--- src/itkf_pkg.sv ---
// ----------------------------------------------------------------------------
// itkf_pkg
// Shared types, constants and helpers for the IMU tilt Kalman fusion block.
// ----------------------------------------------------------------------------
package itkf_pkg;

   localparam int FILTER_AXES_DEF  = 2;
   localparam int CORDIC_STEPS_DEF = 16;
   localparam int QUEUE_DEPTH      = 2;

   localparam int CSR_IDX_W  = 2;
   localparam int CSR_DATA_W = 32;

   typedef enum logic [CSR_IDX_W-1:0] {
      CSR_Q_ANGLE   = 2'd0,
      CSR_Q_BIAS    = 2'd1,
      CSR_R_MEASURE = 2'd2
   } csr_index_type;

   localparam logic [31:0] Q_ANGLE_RST   = 32'd16777;
   localparam logic [31:0] Q_BIAS_RST    = 32'd50332;
   localparam logic [31:0] R_MEASURE_RST = 32'd503316;

   // sample interval handling
   localparam logic [31:0] US_MAX     = 32'd1000000;
   localparam logic [31:0] US_DEFAULT = 32'd10000;
   localparam int          DT_W       = 25;
   // dt = 16*us + (12144*us + 7812) / 15625, same as round(us * 2^24 / 10^6)
   localparam int          DT_FRAC_MUL = 12144;
   localparam int          DT_FRAC_ADD = 7812;
   localparam int          DT_FRAC_DEN = 15625;
   // floor(2^34 / 15625): estimate is exact or one low
   localparam int          DT_RECIP    = 1099511;

   // gain division: |cov| * 2^24 over the innovation variance
   localparam int GAIN_NUM_W = 56;
   localparam int GAIN_DEN_W = 33;

   localparam logic signed [31:0] ANGLE_180 = 32'sd11796480;

   typedef struct packed {
      logic [31:0] q_angle;
      logic [31:0] q_bias;
      logic [31:0] r_measure;
   } itkf_cfg_type;

   typedef struct packed {
      logic signed [31:0] meas0;
      logic signed [31:0] meas1;
      logic signed [31:0] gyro0;
      logic signed [31:0] gyro1;
      logic [DT_W-1:0]    dt;
   } itkf_item_type;

   // atan(2^-i) in degrees, Q16.16
   function automatic logic signed [31:0] atan_deg(input logic [4:0] i);
      logic signed [31:0] v;
      case (i)
         5'd0:    v = 32'sd2949120;
         5'd1:    v = 32'sd1740967;
         5'd2:    v = 32'sd919879;
         5'd3:    v = 32'sd466945;
         5'd4:    v = 32'sd234379;
         5'd5:    v = 32'sd117304;
         5'd6:    v = 32'sd58666;
         5'd7:    v = 32'sd29335;
         5'd8:    v = 32'sd14668;
         5'd9:    v = 32'sd7334;
         5'd10:   v = 32'sd3667;
         5'd11:   v = 32'sd1833;
         5'd12:   v = 32'sd917;
         5'd13:   v = 32'sd458;
         5'd14:   v = 32'sd229;
         5'd15:   v = 32'sd115;
         5'd16:   v = 32'sd57;
         5'd17:   v = 32'sd29;
         5'd18:   v = 32'sd14;
         5'd19:   v = 32'sd7;
         5'd20:   v = 32'sd4;
         5'd21:   v = 32'sd2;
         5'd22:   v = 32'sd1;
         default: v = 32'sd0;
      endcase
      return v;
   endfunction

   function automatic logic signed [31:0] sat32(input logic signed [63:0] v);
      logic signed [31:0] r;
      if (v > 64'sd2147483647) begin
         r = 32'sh7fffffff;
      end else if (v < -64'sd2147483648) begin
         r = 32'sh80000000;
      end else begin
         r = v[31:0];
      end
      return r;
   endfunction

   function automatic logic signed [63:0] sx64(input logic signed [31:0] v);
      return {{32{v[31]}}, v};
   endfunction

   function automatic logic signed [63:0] zx64(input logic [31:0] v);
      return {32'b0, v};
   endfunction

endpackage

--- src/itkf_queue.sv ---
// ----------------------------------------------------------------------------
// itkf_queue
// Short request queue between the front end and the filter engine.
// ----------------------------------------------------------------------------
module itkf_queue import itkf_pkg::*; #(
   parameter int DEPTH = QUEUE_DEPTH
) (
   input  logic          clock,
   input  logic          reset,
   input  logic          wr_en,
   input  itkf_item_type wr_item,
   output logic          full,
   input  logic          rd_en,
   output itkf_item_type rd_item,
   output logic          empty
);

   localparam int PTR_W = (DEPTH > 1) ? $clog2(DEPTH) : 1;
   localparam int CNT_W = $clog2(DEPTH + 1);

   itkf_item_type    mem_ff [DEPTH];
   logic [PTR_W-1:0] wr_ptr_ff;
   logic [PTR_W-1:0] rd_ptr_ff;
   logic [CNT_W-1:0] count_ff;

   logic do_wr;
   logic do_rd;

   assign full  = count_ff == CNT_W'(DEPTH);
   assign empty = count_ff == '0;
   assign do_wr = wr_en && !full;
   assign do_rd = rd_en && !empty;

   always_ff @(posedge clock) begin
      if (do_wr) begin
         mem_ff[wr_ptr_ff] <= wr_item;
      end
   end

   always_ff @(posedge clock) begin
      if (reset) begin
         wr_ptr_ff <= '0;
         rd_ptr_ff <= '0;
         count_ff  <= '0;
      end else begin
         if (do_wr) begin
            wr_ptr_ff <= (wr_ptr_ff == PTR_W'(DEPTH - 1)) ? '0 : wr_ptr_ff + PTR_W'(1);
         end
         if (do_rd) begin
            rd_ptr_ff <= (rd_ptr_ff == PTR_W'(DEPTH - 1)) ? '0 : rd_ptr_ff + PTR_W'(1);
         end
         if (do_wr && !do_rd) begin
            count_ff <= count_ff + CNT_W'(1);
         end else if (do_rd && !do_wr) begin
            count_ff <= count_ff - CNT_W'(1);
         end
      end
   end

   assign rd_item = mem_ff[rd_ptr_ff];

endmodule

--- config.mk ---
export PLATFORM = sky130hd
export DESIGN_NAME = itkf_queue
export DESIGN_NICKNAME = d
export VERILOG_FILES = /design/src/itkf_pkg.sv /design/src/itkf_queue.sv
export SDC_FILE = /design/constraint.sdc
export NUM_CORES = 1
export LEC_CHECK = 0
export ABC_AREA = 1
export BUFFER_PORTS_ARGS = -buffer_cell sky130_fd_sc_hd__clkbuf_2
export CORE_ASPECT_RATIO = 0.75
export CORE_UTILIZATION = 45
export DETAILED_ROUTE_END_ITERATION = 6
export GPL_ROUTABILITY_DRIVEN = 0
export PLACE_DENSITY = 0.74
export SLEW_MARGIN = 10
export SYNTH_ARGS = -nofsm -noshare
export SYNTH_HDL_FRONTEND = slang
export SYNTH_SLANG_ARGS = --single-unit
--- constraint.sdc ---
create_clock -name clock -period 11.5 [get_ports clock]
set_input_delay 2.3 -clock clock [delete_from_list [all_inputs] [get_ports clock]]
set_output_delay 2.3 -clock clock [all_outputs]
set_load 0.02 [all_outputs]
==> reports/qor.yml <==
outcome: "finished clean"
peakVddDrop_uv: 155.5
final_wirelength_um: 20690
clkLatencyLatePin_ps: 540
crit_path_top_delay_cell: "sky130_fd_sc_hd__buf_4"
critPathBufInv: 3
timing.reg2reg.setup_slack_ps: 8920
avgViaCountPerCell: 4.776
postSynthCellCount: 513
critical_path.endpoint_type: "output pin"
netlist.top_cell.by_area: "sky130_fd_sc_hd__edfxtp_1"
floorplan.io_pins: 312
hp-class: "reg2reg"
drc_violations_left: 0
cellLeakagePower_nw: 5.608
layout_commonest_cell: "sky130_fd_sc_hd__clkbuf_2"
preCtsSetupSlack_ps: 6102
die_h_um: 140.8
cts.sink_count: 311
number_of_synthesized_register_bits: 311
postCtsSetupRepairBufs: 0
critPathMaxStageDelay_ps: 880
synth.top_cell.area_share_pct: 79.50
grt_first_pass_wirelength_um: 31600
cp_top_family: "buffers and inverters"
h_tree_lvl_count: 1
grt.total_usage_pct: 15.44
ys_top_cells_by_area: "sky130_fd_sc_hd__edfxtp_1, sky130_fd_sc_hd__mux2_4, sky130_fd_sc_hd__mux2_2, sky130_fd_sc_hd__buf_6, sky130_fd_sc_hd__dfxtp_1"
drt_iter0_drc: 302
timing.setup.tns_ps: 0
timing_max_transition_violations_final: 0
placement.io_buffers: 311
finalNetCount: 1005
synth.net_count: 671
antenna_violation_net_count_after_detailed_routing: 0
hold_end: "wr_ptr_ff"
post_cts.resized_instances: 0
internal_power_mw: 2.366
cp_cell_sequence: "buf_4, buf_4, mux2_2, clkbuf_2"
chipWidth_um: 187.1
syn2layout_area_growth_pct: 25.18
synth_sequential_area_ratio_pct: 80.36
final_period_minus_worst_setup_slack_ps: 5894
syn_area_per_cell_sq_um: 22.53
worst_r2r_path_depth: 4
design.core.area_sq_um: 25090
r2r_start: "count_ff[0]"
layout-drive-gt1-share_pct: 59.28
holdCritStartpoint: "wr_ptr_ff"
layout_worst_path_cycle_share_pct: 51.26
crit_arrival_ps: 3590
placedInstanceArea_sq_um: 13480
floorplan.initialDensity_pct: 46.07
num_rows: 50
worst_setup_path_start_kind: "register"
initial_antenna_violation_count: 0
clock-root-buffer: "sky130_fd_sc_hd__clkbuf_16"
setup_violations: 0
grt_overflow_total: 0
power_switching_share_pct: 27.97
met3WireLength_um: 1987
pin_count_of_the_biggest_net_entering_global_routing: 58
clk_transition_reported_paths_ps: 60
power_per_cell_area_nw_per_um2: 227.0
number_of_diodes: 0
cell_area_after_synthesis_sq_um: 11560
worstPathMaxFanout: 56
cts_inserted_buffers: 30
finalClockSkew_ps: 8.750
layout.cells.non_filler: 1205
dr.max_layer_used: "met4"
reg2reg_end: "mem_ff[1][86]"
clock_tree_from_tritoncts: "done"
avgRoutedWirePerCell_um: 17.17
timing.final.ws_setup_ps: 5606
pwr-share-clk_pct: 29.8
met2_wire_len_um: 9625
fraction_of_power_consumed_by_combinational_cells_pct: 24.9
required_arrival_time_at_the_worst_endpoint_ps: 9200
final_core_util_pct: 57.68
hold_depth: 2
routed-via-count: 5755
drt_pass1_iterations: 4
hold_buffers: 0
dpl.cell_count: 1153
synth_cell_types: 15
finish.instance_area_sq_um: 14470
wirelength_met1_um: 8493
unrepaired_setup_endpoints_after_global_routing: "false"
crit_top_cell: "sky130_fd_sc_hd__buf_4"
mostFrequentLayoutCells: "sky130_fd_sc_hd__clkbuf_2, sky130_fd_sc_hd__edfxtp_1, sky130_fd_sc_hd__mux2_2"
slew_at_the_pin_with_the_worst_max_slew_slack_ps: 1017
power.share.sequential_pct: 45.2
max_freq_mhz: 169.7
slew_headroom_pct: 32.17
synthesis.yosys.warnings: 0
ctsLongestPathBuffers: 3
design.die.area_sq_um: 26340
power.net_switching_mw: 0.9185
place.detailed.hpwl_um: 13910
grt_pass1_vias: 5923
cap_violations: 0
hold_viol: 0
worst-setup-path-type: "reg2out"
==> worst reg2reg max path, stage by stage (launching register included) <==
cell	delay, ps
sky130_fd_sc_hd__dfxtp_1	410
sky130_fd_sc_hd__o21ai_0	300
sky130_fd_sc_hd__nor2_4	180
sky130_fd_sc_hd__buf_4	500
sky130_fd_sc_hd__buf_4	760
==> state kept, by name, indices dropped and copies added, names as in the netlist, named ones only <==
signal	cells
count_ff	2
mem_ff	306
rd_ptr_ff	1
wr_ptr_ff	1
==> metal layers <==
metal	global-route usage, %	vias to the layer above
met1	19.09	2761
met2	25.47	253
met3	5.676	40
met4	4.616	0
li1	-	2701
met5	0	-
==> cell usage after synthesis (all sizes together) <==
cell / instances
edfxtp: 306
mux2: 153
buf: 17
inv: 9
nor2: 9
dfxtp: 5
o21ai: 5
nand2: 4
a21oi: 1
and2: 1
ha: 1
nand3: 1
nand4: 1
==> power groups by stage <==
| stage | registers (mW) | logic (mW) | clock network, mW |
|---|---|---|---|
| 2_1_floorplan | 1.52 | 0.601 | 0 |
| 3_3_place_gp | 1.50 | 0.825 | 0 |
| 3_5_place_dp | 1.51 | 0.829 | 0 |
| 4_1_cts | 1.49 | 0.833 | 1.01 |
| 5_1_grt | 1.50 | 0.874 | 1.04 |
| 6_report | 1.49 | 0.819 | 0.979 |
==> final cells by class <==
type | instances | area, sq um
clock buffers | 36 | 794.5
well taps | 338 | 422.9
inverters | 9 | 33.78
multi-input cells | 176 | 2110
fillers | 1913 | 10620
repair buffers | 319 | 1617
clock inverters | 16 | 198.9
flip-flops and latches | 311 | 9293
==> worst max-delay path by stage <==
stage | from | depth (start not counted) | slack [ps] | endpoint
global route | register | 4 | 5390 | rd_item[130]
floorplan | wr_en | 2 | 2030 | mem_ff[0][0]
detailed placement | register | 4 | 6100 | rd_item[131]
global placement | register | 4 | 6110 | rd_item[131]
finish | register | 4 | 5610 | rd_item[131]
CTS | register | 4 | 5510 | rd_item[131]
==> stage by stage <==
stage | power, mW | hold WS, ps
4_1_cts | 3.329 | 536.9
5_1_grt | 3.414 | 559.6
6_report | 3.284 | 533.6
3_3_place_gp | 2.328 | 525.0
3_5_place_dp | 2.340 | 528.5
2_1_floorplan | 2.125 | 476.1
==> cell families after synthesis <==
logic type,synth area share (%)
AND/OR/NAND/NOR,0.5737
adder cells (fa/ha/maj),0.1082
buffers and inverters,1.515
AO/OA/AOI/OAI,0.2597
flip-flops,80.36
multiplexers,17.18
Note: power is estimated with default switching activity, not from simulation.
