**config.mk**
```make
export PLATFORM = sky130hd
export DESIGN_NAME = itkf_front
export DESIGN_NICKNAME = d
export VERILOG_FILES = /design/src/itkf_pkg.sv /design/src/itkf_front.sv
export SDC_FILE = /design/constraint.sdc
export NUM_CORES = 2
export LEC_CHECK = 0
export ABC_CLOCK_PERIOD_IN_PS = 10400
export BUFFER_PORTS_ARGS = -buffer_cell sky130_fd_sc_hd__buf_4
export CAP_MARGIN = 20
export CORE_ASPECT_RATIO = 1.2
export CORE_UTILIZATION = 35
export CTS_CLUSTER_SIZE = 25
export DETAILED_ROUTE_END_ITERATION = 8
export GPL_TIMING_DRIVEN = 0
export PLACE_DENSITY = 0.53
export SYNTH_ARGS = -nofsm -noshare
export SYNTH_HDL_FRONTEND = slang
export SYNTH_SLANG_ARGS = --single-unit
```
**constraint.sdc**
```tcl
create_clock -name clock -period 10.4 [get_ports clock]
set_input_delay 1.04 -clock clock [delete_from_list [all_inputs] [get_ports clock]]
set_output_delay 1.04 -clock clock [all_outputs]
set_load 0.02 [all_outputs]
```
**src/itkf_pkg.sv**
```systemverilog
// ----------------------------------------------------------------------------
// itkf_pkg
// Shared types, constants and helpers for the IMU tilt Kalman fusion block.
// ----------------------------------------------------------------------------
package itkf_pkg;

   localparam int FILTER_AXES_DEF  = 2;
   localparam int CORDIC_STEPS_DEF = 16;
   localparam int QUEUE_DEPTH      = 2;

   localparam int CSR_IDX_W  = 2;
   localparam int CSR_DATA_W = 32;

   typedef enum logic [CSR_IDX_W-1:0] {
      CSR_Q_ANGLE   = 2'd0,
      CSR_Q_BIAS    = 2'd1,
      CSR_R_MEASURE = 2'd2
   } csr_index_type;

   localparam logic [31:0] Q_ANGLE_RST   = 32'd16777;
   localparam logic [31:0] Q_BIAS_RST    = 32'd50332;
   localparam logic [31:0] R_MEASURE_RST = 32'd503316;

   // sample interval handling
   localparam logic [31:0] US_MAX     = 32'd1000000;
   localparam logic [31:0] US_DEFAULT = 32'd10000;
   localparam int          DT_W       = 25;
   // dt = 16*us + (12144*us + 7812) / 15625, same as round(us * 2^24 / 10^6)
   localparam int          DT_FRAC_MUL = 12144;
   localparam int          DT_FRAC_ADD = 7812;
   localparam int          DT_FRAC_DEN = 15625;
   // floor(2^34 / 15625): estimate is exact or one low
   localparam int          DT_RECIP    = 1099511;

   // gain division: |cov| * 2^24 over the innovation variance
   localparam int GAIN_NUM_W = 56;
   localparam int GAIN_DEN_W = 33;

   localparam logic signed [31:0] ANGLE_180 = 32'sd11796480;

   typedef struct packed {
      logic [31:0] q_angle;
      logic [31:0] q_bias;
      logic [31:0] r_measure;
   } itkf_cfg_type;

   typedef struct packed {
      logic signed [31:0] meas0;
      logic signed [31:0] meas1;
      logic signed [31:0] gyro0;
      logic signed [31:0] gyro1;
      logic [DT_W-1:0]    dt;
   } itkf_item_type;

   // atan(2^-i) in degrees, Q16.16
   function automatic logic signed [31:0] atan_deg(input logic [4:0] i);
      logic signed [31:0] v;
      case (i)
         5'd0:    v = 32'sd2949120;
         5'd1:    v = 32'sd1740967;
         5'd2:    v = 32'sd919879;
         5'd3:    v = 32'sd466945;
         5'd4:    v = 32'sd234379;
         5'd5:    v = 32'sd117304;
         5'd6:    v = 32'sd58666;
         5'd7:    v = 32'sd29335;
         5'd8:    v = 32'sd14668;
         5'd9:    v = 32'sd7334;
         5'd10:   v = 32'sd3667;
         5'd11:   v = 32'sd1833;
         5'd12:   v = 32'sd917;
         5'd13:   v = 32'sd458;
         5'd14:   v = 32'sd229;
         5'd15:   v = 32'sd115;
         5'd16:   v = 32'sd57;
         5'd17:   v = 32'sd29;
         5'd18:   v = 32'sd14;
         5'd19:   v = 32'sd7;
         5'd20:   v = 32'sd4;
         5'd21:   v = 32'sd2;
         5'd22:   v = 32'sd1;
         default: v = 32'sd0;
      endcase
      return v;
   endfunction

   function automatic logic signed [31:0] sat32(input logic signed [63:0] v);
      logic signed [31:0] r;
      if (v > 64'sd2147483647) begin
         r = 32'sh7fffffff;
      end else if (v < -64'sd2147483648) begin
         r = 32'sh80000000;
      end else begin
         r = v[31:0];
      end
      return r;
   endfunction

   function automatic logic signed [63:0] sx64(input logic signed [31:0] v);
      return {{32{v[31]}}, v};
   endfunction

   function automatic logic signed [63:0] zx64(input logic [31:0] v);
      return {32'b0, v};
   endfunction

endpackage

```
**src/itkf_front.sv**
```systemverilog
// ----------------------------------------------------------------------------
// itkf_front
// Accepts an IMU sample, forms dt, the pitch and roll tilt angles
// (integer sqrt then CORDIC) and hands a filter request to the queue.
// ----------------------------------------------------------------------------
module itkf_front import itkf_pkg::*; #(
   parameter int CORDIC_STEPS = CORDIC_STEPS_DEF
) (
   input  logic                clock,
   input  logic                reset,
   input  logic                push,
   output logic                full,
   input  logic signed [15:0]  req_accel_x,
   input  logic signed [15:0]  req_accel_y,
   input  logic signed [15:0]  req_accel_z,
   input  logic signed [31:0]  req_gyro_rate_x,
   input  logic signed [31:0]  req_gyro_rate_y,
   input  logic [31:0]         req_elapsed_us,
   output logic                q_push,
   output itkf_item_type       q_item,
   input  logic                q_full
);

   typedef enum logic [1:0] {
      F_IDLE,
      F_SQRT,
      F_CORDIC,
      F_WAIT
   } state_type;

   typedef struct packed {
      logic signed [27:0] x;
      logic signed [27:0] y;
      logic signed [31:0] z;
   } lane_type;

   function automatic lane_type lane_init(input logic signed [27:0] y,
                                          input logic signed [27:0] x);
      lane_type l;
      l.x = x;
      l.y = y;
      l.z = '0;
      // left half plane: rotate by 180 degrees first
      if (x < 0) begin
         l.x = -x;
         l.y = -y;
         l.z = (y >= 0) ? ANGLE_180 : -ANGLE_180;
      end
      return l;
   endfunction

   function automatic lane_type lane_step(input lane_type l, input logic [4:0] i);
      lane_type n;
      logic signed [27:0] dx;
      logic signed [27:0] dy;
      dx = l.y >>> i;
      dy = l.x >>> i;
      n  = l;
      if (l.y >= 0) begin
         n.x = l.x + dx;
         n.y = l.y - dy;
         n.z = l.z + atan_deg(i);
      end else begin
         n.x = l.x - dx;
         n.y = l.y + dy;
         n.z = l.z - atan_deg(i);
      end
      return n;
   endfunction

   state_type          state_ff;
   logic signed [15:0] ax_ff;
   logic signed [15:0] ay_ff;
   logic signed [15:0] az_ff;
   logic signed [31:0] gx_ff;
   logic signed [31:0] gy_ff;
   logic [47:0]        n_ff;
   logic [47:0]        r_ff;
   logic [47:0]        bit_ff;
   lane_type           lane0_ff;
   lane_type           lane1_ff;
   logic               zero0_ff;
   logic               zero1_ff;
   logic [4:0]         step_ff;
   logic [19:0]        us_ff;
   logic [33:0]        dt_y_ff;
   logic [19:0]        dt_q0_ff;
   logic [DT_W-1:0]    dt_ff;

   logic                accept;
   logic [31:0]         us_fix;
   logic [33:0]         dt_y;
   logic [54:0]         dt_prod;
   logic [34:0]         dt_rem;
   logic                dt_fix;
   logic signed [31:0]  axsq;
   logic signed [31:0]  azsq;
   logic [31:0]         sq_sum;
   logic [47:0]         sq_try;
   logic                sq_fit;
   logic [47:0]         r_in;
   logic [47:0]         n_in;
   logic signed [27:0]  y0_init;
   logic signed [27:0]  x0_init;
   logic signed [27:0]  y1_init;
   logic signed [27:0]  x1_init;

   assign accept = push && (state_ff == F_IDLE);
   assign full   = state_ff != F_IDLE;

   always_comb begin
      if (req_elapsed_us == 32'd0 || req_elapsed_us > US_MAX) begin
         us_fix = US_DEFAULT;
      end else begin
         us_fix = req_elapsed_us;
      end
      dt_y   = 34'(us_fix[19:0]) * 34'(DT_FRAC_MUL) + 34'(DT_FRAC_ADD);
      axsq   = 32'(req_accel_x) * 32'(req_accel_x);
      azsq   = 32'(req_accel_z) * 32'(req_accel_z);
      sq_sum = unsigned'(axsq) + unsigned'(azsq);
   end

   // dt pipeline: reciprocal estimate, then one correction step
   always_comb begin
      dt_prod = 55'(dt_y_ff) * 55'(DT_RECIP);
      dt_rem  = 35'(dt_y_ff) - 35'(dt_q0_ff) * 35'(DT_FRAC_DEN);
      dt_fix  = dt_rem >= 35'(DT_FRAC_DEN);
   end

   always_ff @(posedge clock) begin
      if (accept) begin
         us_ff   <= us_fix[19:0];
         dt_y_ff <= dt_y;
      end
      dt_q0_ff <= dt_prod[53:34];
      dt_ff    <= DT_W'({us_ff, 4'b0}) + DT_W'(dt_q0_ff) + DT_W'(dt_fix);
   end

   always_comb begin
      sq_try = r_ff + bit_ff;
      sq_fit = n_ff >= sq_try;
      if (sq_fit) begin
         n_in = n_ff - sq_try;
         r_in = (r_ff >> 1) + bit_ff;
      end else begin
         n_in = n_ff;
         r_in = r_ff >> 1;
      end
      y0_init = {{4{ay_ff[15]}}, ay_ff, 8'b0};
      x0_init = {4'b0, r_in[23:0]};
      x1_init = {{4{az_ff[15]}}, az_ff, 8'b0};
      y1_init = -{{4{ax_ff[15]}}, ax_ff, 8'b0};
   end

   always_ff @(posedge clock) begin
      if (reset) begin
         state_ff <= F_IDLE;
      end else begin
         case (state_ff)
            F_IDLE: begin
               if (accept) begin
                  ax_ff    <= req_accel_x;
                  ay_ff    <= req_accel_y;
                  az_ff    <= req_accel_z;
                  gx_ff    <= req_gyro_rate_x;
                  gy_ff    <= req_gyro_rate_y;
                  n_ff     <= {sq_sum, 16'b0};
                  r_ff     <= '0;
                  bit_ff   <= {2'b01, 46'b0};
                  state_ff <= F_SQRT;
               end
            end
            F_SQRT: begin
               n_ff   <= n_in;
               r_ff   <= r_in;
               bit_ff <= bit_ff >> 2;
               if (bit_ff[0]) begin
                  lane0_ff <= lane_init(y0_init, x0_init);
                  lane1_ff <= lane_init(y1_init, x1_init);
                  zero0_ff <= (x0_init == 28'sd0) && (y0_init == 28'sd0);
                  zero1_ff <= (x1_init == 28'sd0) && (y1_init == 28'sd0);
                  step_ff  <= '0;
                  state_ff <= F_CORDIC;
               end
            end
            F_CORDIC: begin
               lane0_ff <= lane_step(lane0_ff, step_ff);
               lane1_ff <= lane_step(lane1_ff, step_ff);
               step_ff  <= step_ff + 5'd1;
               if (step_ff == 5'(CORDIC_STEPS - 1)) begin
                  state_ff <= F_WAIT;
               end
            end
            F_WAIT: begin
               if (q_push) begin
                  state_ff <= F_IDLE;
               end
            end
            default: state_ff <= F_IDLE;
         endcase
      end
   end

   assign q_push = (state_ff == F_WAIT) && !q_full;

   always_comb begin
      q_item.meas0 = zero0_ff ? 32'sd0 : lane0_ff.z;
      q_item.meas1 = zero1_ff ? 32'sd0 : lane1_ff.z;
      q_item.gyro0 = gx_ff;
      q_item.gyro1 = gy_ff;
      q_item.dt    = dt_ff;
   end

endmodule

```
==> metrics.cfg <==
[synth]
postSynth.topFlopCell=sky130_fd_sc_hd__edfxtp_1
nets_in_the_synthesized_netlist=10700
postSynth.asyncResetShare_pct=0
ys.warnings.count=0
netlist.area_leader.share_pct=24.4
seq_area_frac_synth_pct=18.4
netlist_top_cells_count=1530 x sky130_fd_sc_hd__inv_1, 1017 x sky130_fd_sc_hd__fa_1, 927 x sky130_fd_sc_hd__ha_1
synth_cell_types=109
post-synth-top-area-cell=sky130_fd_sc_hd__fa_1
synth_enable_flop_cells=464
post_synth_inst_count=8651
synth_most_common_cell=sky130_fd_sc_hd__inv_1
synth.avg_cell_area_um2=9.64
synth.area.top_cells=sky130_fd_sc_hd__fa_1 24%, sky130_fd_sc_hd__edfxtp_1 17%, sky130_fd_sc_hd__ha_1 14%
summed_instance_area_of_the_synthesized_netlist_um2=83400
synth_seq_cells=533

[sta]
worstMarginPinSlew_ns=1.24
timing.final.crit_share_pct=96.8
unrepaired_setup_endpoints_after_global_routing=false
fin_worst_skew_ns=0.0524
fin_ws_ns=0.338
number_of_hold_violations_in_the_final_report=0
timing.final.max_slew_violations=0
slew_headroom_pct=17.2
final_min_period_ns=10.06
setup_violation_total_in_the_final_timing_report=0
timing.fmax_ghz=0.0994

[worst_setup_path]
crit_path_start_kind=flop
rr_startpoint=dt_q0_ff[9]
worst_path_dominant_cell_family=adder cells
slowest_delay_ns=0.57
path_common_cell=sky130_fd_sc_hd__fa_1
timing.critical_path.to_type=flop
worst-endpoint-required_ns=10.96
r2r_setup_slk_ns=0.34
worst-path-buf-inv=3
cp-startpoint=dt_q0_ff[9]
critical_path.slowest_cell=sky130_fd_sc_hd__dfxtp_1
crit_path_max_fanout=8
critical_path_arrival_ns=10.63
category_of_the_critical_setup_timing_path=reg2reg

[clock_tree]
clk-insertion-delay-late_ns=0.73
clock_sinks=533
cts_inserted_buffers=73
tritoncts=built
cts_root_buffer=sky130_fd_sc_hd__clkbuf_16
cts.path.max_buffers=3
cts.htree.levels=3
cts_hold_buf=0
clk_pin_slew_worst_paths_ns=0.07

[route]
routed-via-count=65100
drt_antenna_net_count=0
route.detailed.drc=0
route.detailed.vias_per_inst=5.30
drt-wirelength-per-cell_um=23.1
detail_route.first_pass.iterations=6
drt_first_iter_violations=4171
postRouteWirelength_mm=283

[layout]
multiInputGateArea_um2=61200
fillers=23600
final_nets=11200
fraction_of_layout_cells_with_a_size_suffix_above_1_pct=8.49
area.sequential_um2=15300
finalCoreUtilization_pct=39.3
syn_to_final_growth_pct=11.2

[job]
timing.max_cap.violations=0

[grt]
vias_in_the_first_global_route=68000
residual_overflow_from_global_routing=0
grt_max_degree=42
grt_pass1_wl_mm=424
grt_antenna_before_repair=14
grt_usage_pct=23.5

[place]
placement.setup.worst_slack_ns=-0.653
gp_congestion=0.983
detailed_place_hpwl_mm=238
placement.io_buffers=302

[floorplanning]
floorplan.die_area_um2=240000
core_area_um2=236000
dieHeight_um=537
num_rows=195
io_pins=303
dieWidth_um=448
initial_util_pct=35.3

[hold_path]
min-delay-path-class=in2reg
hp-start=req_accel_y[11]

[outcome]
status=finished clean

[final timing paths]
path,endpoint,cells after the start
worst max-delay path,dt_ff[24],32
worst min-delay path,ay_ff[11],1
worst max register to register,dt_ff[24],32
worst min register to register,dt_ff[22],1
[sequential cells by signal (all words and copies together) (netlist names), 24 cells and up, named ones only]
name and flops:
n_ff 48, r_ff 48, lane1_ff 88, gy_ff 32, dt_ff 25, gx_ff 32
lane0_ff 88, bit_ff 24, dt_y_ff 29
[metal layers]
layer	global-route usage [%]	wire length (um)	up-vias
li1	-	-	29900
met5	0	43	-
met1	29.0	115000	32600
met4	10.9	14700	6
met3	2.80	14200	533
met2	40.8	139000	2025
[timing repair]
item	in CTS	in global routing
resized for setup	6	10
setup buffers	0	0
setup endpoints to repair	10	7
[cells in the final DEF (no fill, tap or decap), drive strengths merged, types with 53 or more instances in the layout]
cell / n
xnor2: 392
a21oi: 407
a21o: 139
buf: 400
mux2: 53
ha: 927
inv: 1537
clkbuf: 250
edfxtp: 464
nor2b: 123
nor3: 129
fa: 1017
a31oi: 81
nand3: 98
nand2: 585
nand2b: 93
mux2i: 78
o21ai: 363
and2: 170
xor2: 194
mux4: 146
or3: 71
dfxtp: 69
o21a: 63
a211oi: 67
nor2: 578
[worst reg2reg max path, delay by kind of cell (launching register included)]
family / cells / cell delay, ns
adders and majority gates: 9 / 3.76
buffers and inverters: 3 / 0.32
AOI/OAI and AO/OA: 13 / 3.31
and+or+nand+nor: 7 / 1.98
DFF: 1 / 0.57
[layout make-up]
cell class / instances / area share [%]
diodes: 5 / 0.0135
plain buffers: 228 / 1.21
clock buffers: 88 / 2.05
clock inverters: 44 / 0.517
inverters: 1535 / 6.22
multi-input cells: 6354 / 66.0
flip-flops and latches: 533 / 16.5
well taps: 3152 / 4.25
repair buffers: 334 / 3.15
[kinds of logic after synthesis]
kind of cell / count (synthesis) / synth area share (%)
AND/OR/NAND/NOR: 2070 / 12.0
adder cells (fa/ha/maj): 1945 / 38.3
buffers and inverters: 1764 / 8.26
AO/OA/AOI/OAI: 1475 / 11.2
XOR/XNOR: 586 / 6.16
flip-flops: 533 / 18.4
multiplexers: 277 / 5.71
other: 1 / 0.00450
[through the flow]
step                cells  instance area, um2  setup TNS, ns  hold WS (ns)
floorplan            8651               83400              0         0.446
global route        12300               92700              0         0.482
global placement    12100               89600        -420.13         0.528
CTS                 12300               92600              0         0.458
finish              12300               92700              0         0.511
detailed placement  12100               90200          -4.42         0.544
Power is left out: the tool's default activity adds up to more than one toggle a clock period on the data nets, which glitch-free logic cannot reach.
